==> config.mk <==
export PLATFORM = sky130hd
export DESIGN_NAME = recursive_rw_lock_manager
export DESIGN_NICKNAME = d
export VERILOG_FILES = /design/src/rrwl_pkg.sv /design/src/recursive_rw_lock_manager.sv /design/src/rrwl_in_stage.sv /design/src/rrwl_core.sv
export SDC_FILE = /design/constraint.sdc
export NUM_CORES = 1
export LEC_CHECK = 0
export BUFFER_PORTS_ARGS = -buffer_cell sky130_fd_sc_hd__buf_2
export CAP_MARGIN = 5
export CORE_MARGIN = 2
export CORE_UTILIZATION = 50
export CTS_BUF_LIST = sky130_fd_sc_hd__clkbuf_4
export CTS_CLUSTER_DIAMETER = 200
export DETAILED_ROUTE_END_ITERATION = 8
export PLACE_DENSITY = 0.76
export SYNTH_ARGS = -nofsm -noshare
export SYNTH_HDL_FRONTEND = slang
export SYNTH_SLANG_ARGS = --single-unit
==> constraint.sdc <==
create_clock -name i_clk -period 10.6 [get_ports i_clk]
set_input_delay 1.06 -clock i_clk [delete_from_list [all_inputs] [get_ports i_clk]]
set_output_delay 1.06 -clock i_clk [all_outputs]
set_load 0.1 [all_outputs]
==> src/rrwl_pkg.sv <==
// Shared types, codes and widths for the recursive reader/writer lock manager.
package rrwl_pkg;

    localparam int ACTION_W      = 3;
    localparam int REQ_W         = 4;
    localparam int STATUS_W      = 3;
    localparam int COUNT_OUT_W   = 5;
    localparam int IN_DATA_W     = 8;
    localparam int OUT_DATA_W    = 16;

    localparam int DEF_REQUESTERS = 16;
    localparam int DEF_MAX_DEPTH  = 255;

    localparam logic [ACTION_W-1:0] ACT_LOCK          = 3'd0;
    localparam logic [ACTION_W-1:0] ACT_TRY_LOCK      = 3'd1;
    localparam logic [ACTION_W-1:0] ACT_LOCK_SHARED   = 3'd2;
    localparam logic [ACTION_W-1:0] ACT_UNLOCK        = 3'd3;
    localparam logic [ACTION_W-1:0] ACT_UNLOCK_SHARED = 3'd4;

    localparam logic [STATUS_W-1:0] ST_GRANTED  = 3'd0;
    localparam logic [STATUS_W-1:0] ST_REFUSED  = 3'd1;
    localparam logic [STATUS_W-1:0] ST_WAIT     = 3'd2;
    localparam logic [STATUS_W-1:0] ST_ERROR    = 3'd3;
    localparam logic [STATUS_W-1:0] ST_OVERFLOW = 3'd4;

    typedef struct packed {
        logic [REQ_W-1:0]    requester;
        logic [ACTION_W-1:0] action;
    } t_req;

    typedef struct packed {
        logic [COUNT_OUT_W-1:0] reader_count;
        logic                   writer_held;
        logic [STATUS_W-1:0]    status;
    } t_resp;

    typedef struct packed {
        logic writer_valid;
        logic writer_pending;
        logic depth_zero;
        logic readers_zero;
    } t_lock_view;

endpackage

==> src/recursive_rw_lock_manager.sv <==
// Top level of the recursive reader/writer lock manager (writer preferred).
//
// One request beat is taken every cycle while the result side keeps up; each
// request gives exactly one result beat, which passes first through the input
// register, where the lock state is read and updated, and then through the
// result register. The single pass through the decision logic between those
// two registers sets that rate. Read depths and waiting-writer bits sit in
// flip-flops cleared by reset, so the block is ready in the cycle after reset
// is released.
module recursive_rw_lock_manager #(
    parameter int REQUESTERS = rrwl_pkg::DEF_REQUESTERS,
    parameter int MAX_DEPTH  = rrwl_pkg::DEF_MAX_DEPTH
) (
    input  logic                              i_clk,
    input  logic                              i_rst_n,
    input  logic                              i_s_tvalid,
    output logic                              o_s_tready,
    // [2:0] action, [6:3] requester, [7] zero
    input  logic [rrwl_pkg::IN_DATA_W-1:0]    i_s_tdata,
    output logic                              o_m_tvalid,
    input  logic                              i_m_tready,
    // [2:0] status, [3] writer_held, [8:4] reader_count, [15:9] zero
    output logic [rrwl_pkg::OUT_DATA_W-1:0]   o_m_tdata
);
    import rrwl_pkg::*;

    logic       stage_valid;
    t_req       stage_req;
    logic       advance;
    logic       fire;
    t_resp      resp;
    t_lock_view view;

    logic  r_out_valid;
    t_resp r_out;

    assign advance = !r_out_valid || i_m_tready;
    assign fire    = stage_valid && advance;

    rrwl_in_stage u_in_stage (
        .i_clk     (i_clk),
        .i_rst_n   (i_rst_n),
        .i_valid   (i_s_tvalid),
        .o_ready   (o_s_tready),
        .i_data    (i_s_tdata),
        .i_advance (advance),
        .o_valid   (stage_valid),
        .o_req     (stage_req)
    );

    rrwl_core #(
        .REQUESTERS (REQUESTERS),
        .MAX_DEPTH  (MAX_DEPTH)
    ) u_core (
        .i_clk   (i_clk),
        .i_rst_n (i_rst_n),
        .i_fire  (fire),
        .i_req   (stage_req),
        .o_resp  (resp),
        .o_view  (view)
    );

    always_ff @(posedge i_clk) begin
        if (!i_rst_n) begin
            r_out_valid <= 1'b0;
        end else if (advance) begin
            r_out_valid <= stage_valid;
        end
    end

    always_ff @(posedge i_clk) begin
        if (fire) begin
            r_out <= resp;
        end
    end

    assign o_m_tvalid = r_out_valid;
    assign o_m_tdata  = {(OUT_DATA_W - $bits(t_resp))'(0), r_out};

    a_pending_needs_writer: assert property (@(posedge i_clk) disable iff (!i_rst_n)
        view.writer_pending |-> view.writer_valid)
        else $error("pending writer without a claimed slot");

    a_free_slot_no_depth: assert property (@(posedge i_clk) disable iff (!i_rst_n)
        !view.writer_valid |-> view.depth_zero)
        else $error("write depth left over on a free slot");

    a_owned_slot_has_depth: assert property (@(posedge i_clk) disable iff (!i_rst_n)
        (view.writer_valid && !view.writer_pending) |-> !view.depth_zero)
        else $error("acquired writer with zero depth");

    a_reject_keeps_state: assert property (@(posedge i_clk) disable iff (!i_rst_n)
        (fire && (resp.status == ST_ERROR || resp.status == ST_OVERFLOW))
        |=> $stable(view))
        else $error("error or overflow changed the lock state");

endmodule

==> src/rrwl_in_stage.sv <==
// Input register stage: captures one request beat and holds it for the lock core.
module rrwl_in_stage (
    input  logic                              i_clk,
    input  logic                              i_rst_n,
    input  logic                              i_valid,
    output logic                              o_ready,
    input  logic [rrwl_pkg::IN_DATA_W-1:0]    i_data,
    input  logic                              i_advance,
    output logic                              o_valid,
    output rrwl_pkg::t_req                    o_req
);
    import rrwl_pkg::*;

    logic r_valid;
    t_req r_req;

    assign o_ready = !r_valid || i_advance;
    assign o_valid = r_valid;
    assign o_req   = r_req;

    always_ff @(posedge i_clk) begin
        if (!i_rst_n) begin
            r_valid <= 1'b0;
        end else if (o_ready) begin
            r_valid <= i_valid;
        end
    end

    always_ff @(posedge i_clk) begin
        if (o_ready && i_valid) begin
            r_req <= t_req'(i_data[ACTION_W+REQ_W-1:0]);
        end
    end

endmodule

==> src/rrwl_core.sv <==
// Lock state registers and the single-pass decision logic for one request.
module rrwl_core #(
    parameter int REQUESTERS = rrwl_pkg::DEF_REQUESTERS,
    parameter int MAX_DEPTH  = rrwl_pkg::DEF_MAX_DEPTH
) (
    input  logic                 i_clk,
    input  logic                 i_rst_n,
    input  logic                 i_fire,
    input  rrwl_pkg::t_req       i_req,
    output rrwl_pkg::t_resp      o_resp,
    output rrwl_pkg::t_lock_view o_view
);
    import rrwl_pkg::*;

    localparam int SLOTS   = (REQUESTERS < (1 << REQ_W)) ? REQUESTERS : (1 << REQ_W);
    localparam int IDX_W   = (SLOTS > 1) ? $clog2(SLOTS) : 1;
    localparam int CNT_W   = $clog2(REQUESTERS + 1);
    localparam int DEPTH_W = $clog2(MAX_DEPTH + 1);

    logic               r_wv;
    logic [REQ_W-1:0]   r_wo;
    logic               r_wp;
    logic [DEPTH_W-1:0] r_wd;
    logic [DEPTH_W-1:0] r_rd [SLOTS];
    logic               r_wait [SLOTS];
    logic [CNT_W-1:0]   r_wc;
    logic [CNT_W-1:0]   r_ar;

    logic               n_wv;
    logic [REQ_W-1:0]   n_wo;
    logic               n_wp;
    logic [DEPTH_W-1:0] n_wd;
    logic [DEPTH_W-1:0] n_rd;
    logic               n_wait;
    logic [CNT_W-1:0]   n_wc;
    logic [CNT_W-1:0]   n_ar;
    logic [STATUS_W-1:0] status;

    logic [IDX_W-1:0]   idx;
    logic               req_ok;
    logic               owner;
    logic [DEPTH_W-1:0] rd;
    logic               wb;
    logic               wd_max;
    logic               rd_max;

    assign idx    = IDX_W'(i_req.requester);
    assign req_ok = 32'(i_req.requester) < REQUESTERS;
    assign owner  = r_wv && (r_wo == i_req.requester);
    assign rd     = r_rd[idx];
    assign wb     = r_wait[idx];
    assign wd_max = r_wd >= DEPTH_W'(MAX_DEPTH);
    assign rd_max = rd >= DEPTH_W'(MAX_DEPTH);

    always_comb begin
        n_wv   = r_wv;
        n_wo   = r_wo;
        n_wp   = r_wp;
        n_wd   = r_wd;
        n_rd   = rd;
        n_wait = wb;
        n_wc   = r_wc;
        n_ar   = r_ar;
        status = ST_ERROR;
        if (req_ok) begin
            unique case (i_req.action)
                ACT_LOCK, ACT_TRY_LOCK: begin
                    if (owner) begin
                        if (r_wp) begin
                            if (r_ar == '0) begin
                                n_wp   = 1'b0;
                                n_wd   = DEPTH_W'(1);
                                if (wb) begin
                                    n_wait = 1'b0;
                                    n_wc   = r_wc - CNT_W'(1);
                                end
                                status = ST_GRANTED;
                            end else begin
                                status = (i_req.action == ACT_LOCK) ? ST_WAIT : ST_REFUSED;
                            end
                        end else if (wd_max) begin
                            status = ST_OVERFLOW;
                        end else begin
                            n_wd   = r_wd + DEPTH_W'(1);
                            status = ST_GRANTED;
                        end
                    end else if (rd != '0) begin
                        status = ST_ERROR;
                    end else if (i_req.action == ACT_LOCK) begin
                        if (!wb) begin
                            n_wait = 1'b1;
                            n_wc   = r_wc + CNT_W'(1);
                        end
                        status = ST_WAIT;
                        if (!r_wv) begin
                            n_wv = 1'b1;
                            n_wo = i_req.requester;
                            if (r_ar == '0) begin
                                n_wp   = 1'b0;
                                n_wd   = DEPTH_W'(1);
                                n_wait = 1'b0;
                                n_wc   = wb ? (r_wc - CNT_W'(1)) : r_wc;
                                status = ST_GRANTED;
                            end else begin
                                n_wp = 1'b1;
                                n_wd = '0;
                            end
                        end
                    end else if (!r_wv && r_ar == '0) begin
                        n_wv   = 1'b1;
                        n_wo   = i_req.requester;
                        n_wp   = 1'b0;
                        n_wd   = DEPTH_W'(1);
                        if (wb) begin
                            n_wait = 1'b0;
                            n_wc   = r_wc - CNT_W'(1);
                        end
                        status = ST_GRANTED;
                    end else begin
                        status = ST_REFUSED;
                    end
                end
                ACT_LOCK_SHARED: begin
                    if (owner) begin
                        if (r_wp) begin
                            status = ST_ERROR;
                        end else if (wd_max) begin
                            status = ST_OVERFLOW;
                        end else begin
                            n_wd   = r_wd + DEPTH_W'(1);
                            status = ST_GRANTED;
                        end
                    end else if (rd != '0) begin
                        if (rd_max) begin
                            status = ST_OVERFLOW;
                        end else begin
                            n_rd   = rd + DEPTH_W'(1);
                            status = ST_GRANTED;
                        end
                    end else if (r_wc != '0 || r_wv) begin
                        status = ST_WAIT;
                    end else begin
                        n_rd   = DEPTH_W'(1);
                        n_ar   = r_ar + CNT_W'(1);
                        status = ST_GRANTED;
                    end
                end
                ACT_UNLOCK, ACT_UNLOCK_SHARED: begin
                    if (owner && !r_wp) begin
                        if (r_wd > DEPTH_W'(1)) begin
                            n_wd = r_wd - DEPTH_W'(1);
                        end else begin
                            n_wv = 1'b0;
                            n_wp = 1'b0;
                            n_wd = '0;
                            n_wo = '0;
                        end
                        status = ST_GRANTED;
                    end else if (i_req.action == ACT_UNLOCK_SHARED && !owner && rd != '0) begin
                        n_rd = rd - DEPTH_W'(1);
                        if (rd == DEPTH_W'(1) && r_ar != '0) begin
                            n_ar = r_ar - CNT_W'(1);
                        end
                        status = ST_GRANTED;
                    end
                end
                default: begin
                    status = ST_ERROR;
                end
            endcase
        end
    end

    always_ff @(posedge i_clk) begin
        if (!i_rst_n) begin
            r_wv <= 1'b0;
            r_wo <= '0;
            r_wp <= 1'b0;
            r_wd <= '0;
            r_wc <= '0;
            r_ar <= '0;
            for (int i = 0; i < SLOTS; i++) begin
                r_rd[i]   <= '0;
                r_wait[i] <= 1'b0;
            end
        end else if (i_fire) begin
            r_wv <= n_wv;
            r_wo <= n_wo;
            r_wp <= n_wp;
            r_wd <= n_wd;
            r_wc <= n_wc;
            r_ar <= n_ar;
            if (req_ok) begin
                r_rd[idx]   <= n_rd;
                r_wait[idx] <= n_wait;
            end
        end
    end

    assign o_resp.status       = status;
    assign o_resp.writer_held  = n_wv;
    assign o_resp.reader_count = COUNT_OUT_W'(n_ar);

    assign o_view.writer_valid   = r_wv;
    assign o_view.writer_pending = r_wp;
    assign o_view.depth_zero     = (r_wd == '0);
    assign o_view.readers_zero   = (r_ar == '0);

endmodule

## Yosys cells after proc, flatten, opt, wreduce, memory -nomap -nowiden

Memories as Yosys holds them, arrays and structs flattened. A register that Yosys moved wholly into a read port is not among the register bits.
Cells that the tools add are included.

| cells by class | value |
|---|---|
| add/subtract/negate cells | 8 |
| order comparisons | 3 |
| equal/unequal tests | 21 |
| multiplexer cells | 101 |
| reduce and logical (&&, ||, !) cells | 32 |

Operators with widths:

| cell | number |
|---|---|
| 2-to-1 mux 8 bit | 19 |
| 2-to-1 mux 5 bit | 16 |
| 2-to-1 mux 4 bit | 11 |
| 2-to-1 mux 3 bit | 12 |
| 2-to-1 mux 1 bit | 32 |
| case mux 8 bit (3 select lines) | 1 |
| adder 8 x 1 -> 8 bit (second input constant) | 2 |
| >= comparator 8 bit (second input constant) | 2 |
| case mux 8 bit (2 select lines) | 1 |
| subtractor 8 x 1 -> 8 bit (second input constant) | 2 |
| adder 5 x 1 -> 5 bit (second input constant) | 2 |
| != test 2 x 1 -> 1 bit (second input constant) | 5 |
| case mux 5 bit (2 select lines) | 1 |
| nonzero test 5 bit | 2 |
| subtractor 5 x 1 -> 5 bit (second input constant) | 2 |
| case mux 3 bit (3 select lines) | 1 |
| AND reduction 9 bit | 1 |
| equality test 8 x 1 -> 1 bit (second input constant) | 1 |
| greater-than comparator 8 x 1 -> 1 bit (second input constant) | 1 |
| logical AND 1 bit | 8 |
| 2-to-1 mux 2 bit | 4 |
| != test 2 bit (second input constant) | 4 |
| case mux 4 bit (2 select lines) | 1 |
| AND reduction 8 bit | 1 |
| other kinds (23) | 33 |

| word-level totals | value |
|---|---|
| bits in registers | 42 |
| bits in writable memories | 144 |
| input port bits | 12 |
| output and inout port bits | 18 |
| word-level logic and storage cells | 180 |
| memories kept | 2 |

Memory list:

| name | depth | bits a word | read ports | clocked after memory_dff | write ports | RTL line | text |
|---|---|---|---|---|---|---|---|
| u_core.r_rd | 16 | 8 | 1 | 1 | 16 | rrwl_core.sv:24 | `logic [DEPTH_W-1:0] r_rd [SLOTS];` |
| u_core.r_wait | 16 | 1 | 1 | 1 | 16 | rrwl_core.sv:25 | `logic r_wait [SLOTS];` |

## Longest topological paths before layout

| depth | value |
|---|---|
| word-level depth | 9 |
| gate-level depth with buffers | 15 |
| gate-level depth less buffers | 11 |

## Hierarchy

Synthesis repeated with hierarchy kept, for this count alone.

| second synthesis, totals | value |
|---|---|
| cells, all modules | 868 |
| area total of the unflattened synthesis | 10204.8 sq um |

By module, submodules not included:

| module | instances | cells an instance | area an instance (sq um) | seq. area each (sq um) |
|---|---|---|---|---|
| rrwl_core | 1 | 834 | 9552.9 | 4644.5 |
| recursive_rw_lock_manager | 1 | 22 | 384.1 | 290.3 |
| rrwl_in_stage | 1 | 12 | 267.8 | 230.2 |

## Worst setup path before layout

Ideal clock, no wire load.

| timing path | value |
|---|---|
| path kind | register to register |
| start | register with a tool-made name |
| end | memory u_core.r_rd[12][7] in the netlist's numbering, data pin |
| setup time | 265 ps |
| arrival time | 3256 ps |
| data required time | 10335 ps |
| slack | 7079 ps |
| cell stages (with the launch flop) | 14 |
| buffers on the path | 3 |
| period minus slack after synthesis | 3521 ps |
| path through | dfxtp_1 -> buf_6 -> buf_12 -> mux4_1 -> mux4_2 -> inv_1 -> ha_1 -> and4b_1 -> o221ai_1 -> o21ai_1 -> a211oi_1 -> a2111oi_4 -> buf_6 -> nor2_2 |

RTL lines:

| item | RTL line |
|---|---|
| end: declaration | rrwl_core.sv:24 |

==> results.cfg <==
[sta]
setup_viol = 0
hold_viol = 0
worst_pin_slew_ps = 1200
skew_ps = 29.8
rsz0062_at_grt = no
hold_slack_ps = 488
maxSlewViolCount = 0
slew_headroom = 0.201
setup_slack_ps = 5830
fin_crit_sh = 0.450
period_needed_ps = 4770
max_freq_ghz = 0.210
tns_ps = 0

[clock_tree]
insertion_delay_ps = 630
h-tree-depth = 4
post_cts_resize_count = 0
cts_tree = yes
root_buffer = clkbuf_4
cts.reportedPaths.clkPinSlew_ps = 200
ctsHoldBuffers = 0
numClockSinks = 190
cts_setup_buffers = 0
cts_buffers = 17
clk_path_buf_depth = 2

[drt]
detail_route.iter0.violations = 926
postRouteAntennaNets = 0
dr_total_vias = 7229
drc = 0
wire_per_inst_um = 20.7
viasPerCell = 6.26
drt_pre_antenna_iters = 5
wl_um = 24000

[placed_design]
post-dp-hpwl_um = 16000
placed_cell_area_sq_um = 10200
routabilityCongestion = 0.931
place_inst = 1122
post-place-ws_ps = 5890
io_buffers = 21

[synth]
synth_cells = 894
synth_top_area_frac = 0.428
async_reset_ff_frac = 0
synth_edf_count = 144
synth.area.top_cells = edfxtp_1, dfxtp_1, nor2_1
yosysTopAreaCell = edfxtp_1
synth_warnings = 0
synth-main-ff-cell = edfxtp_1
yosysMostFrequentCell = nor2_1
ys_ff_latch = 190
synth_common_cells = nor2_1, edfxtp_1, nand2_1
syn_area_sq_um = 10100
synthDistinctLibCells = 88
seq_area_frac_synth = 0.520
syn_area_per_cell_sq_um = 11.3

[worst_setup_path]
cp.arrival_ps = 5100
cp_max_fo = 36
cp-end-kind = flop
worst_setup_path_start_kind = flop
critical_path_class = flop to flop
required_ps = 10940

[grt]
antenna_found_initial = 1
grt_usage = 0.229
grt_pass1_vias = 6839
grt_max_degree = 59
grt_pass1_wl_um = 38000
grt-ovfl-total = 0

[final_layout]
nets = 899
drive_above_1_share = 0.163
area_growth_syn_to_layout_pct = 4.71
fin_util = 0.538
fillerInstances = 1737
finalNonFillerCells = 1155
final_area_sq_um = 10600

[power_and_ir_drop]
finalPower_mw = 1.54
powerDensity_nw_per_um2 = 145
vdd_drop_max_mv = 0.0986
leakagePower_nw = 3.66

[outcome]
status = finished clean

[floorplanning]
die-width_um = 146
start_util = 0.514
io_pins = 30
die_area_sq_um = 21300
fp.coreArea_sq_um = 19700
rows = 51
die_h_um = 146

[worst_hold_path]
hold_path.class = flop to flop

[job]
timing.max_cap.violations = 0
==> where the power goes <==
group / switching [mW] / total [mW] / internal, mW
sequential: 0.0136 / 0.836 / 0.822
clock: 0.319 / 0.439 / 0.120
combinational: 0.189 / 0.263 / 0.0741
total: 0.522 / 1.54 / 1.02
==> layout by cell type (no fill, tap or decap), types with 7 or more instances in the layout <==
| cell type | instances |
|---|---|
| and2_1 | 8 |
| nor3_1 | 13 |
| nand4_1 | 10 |
| conb_1 | 7 |
| a21oi_1 | 28 |
| nand2_1 | 70 |
| inv_1 | 19 |
| buf_2 | 21 |
| mux2i_1 | 18 |
| nor2_2 | 20 |
| clkbuf_4 | 17 |
| mux2_2 | 7 |
| o21ai_0 | 36 |
| xnor2_1 | 12 |
| a31oi_1 | 7 |
| nand3_1 | 40 |
| mux4_1 | 11 |
| ha_1 | 11 |
| dfxtp_1 | 45 |
| mux4_2 | 24 |
| nor2_1 | 152 |
| edfxtp_1 | 144 |
| buf_4 | 7 |
==> sequential cells by signal (all words and copies together) (netlist names), named ones only <==
signal	count
u_core.r_wv	1
u_core.r_rd	128
u_core.r_wo	4
u_core.r_wp	1
o_m_tdata	9
u_core.r_wd	8
u_core.r_wait	16
o_m_tvalid	1
u_in_stage.o_req	7
u_core.r_ar	5
u_core.r_wc	5
u_in_stage.o_valid	1
==> final timing paths <==
path,start,to,slack [ps],cells after the start
worst max-delay path,flop,u_core.r_rd[9][1],5830,10
worst min-delay path,u_core.r_wait[3],u_core.r_wait[3],490,2
worst max register to register,flop,u_core.r_rd[9][1],5830,10
worst min register to register,u_core.r_wait[3],u_core.r_wait[3],490,2
==> kinds of logic after synthesis <==
group                      Yosys count  synth area share
AOI/OAI and AO/OA                  162             0.122
xor gates and xnor gates            18            0.0178
adders and majority gates           11            0.0136
buffers and inverters               90            0.0439
DFF                                190             0.520
muxes                               60             0.108
other                                1          0.000371
and+or+nand+nor                    362             0.175
==> per-layer routing <==
layer | vias up | track usage | share of wire
li1 | 3293 | - | -
met1 | 3552 | 0.311 | 0.42
met2 | 334 | 0.363 | 0.48
met3 | 50 | 0.0372 | 0.070
met4 | 0 | 0.106 | 0.035
met5 | - | 0 | 0
==> critical path, stage by stage, from the launching register on <==
cell	delay [ps]
dfxtp_2	350
buf_4	550
mux4_1	740
mux4_2	580
inv_1	150
ha_1	290
and2_1	270
a31o_2	280
mux2i_1	150
a311oi_4	1030
nor2_1	80
==> layout make-up <==
| class | instances | area [sq um] | area share |
|---|---|---|---|
| antenna | 1 | 2.50 | 0.000237 |
| multi-input combinational | 620 | 4430 | 0.419 |
| tap | 265 | 332 | 0.0314 |
| inverter | 19 | 71.3 | 0.00675 |
| clock buffer | 17 | 128 | 0.0121 |
| clock inverter | 15 | 204 | 0.0193 |
| timing repair buffer | 28 | 158 | 0.0149 |
| sequential | 190 | 5250 | 0.496 |
Note: power is estimated with default switching activity, not from simulation.
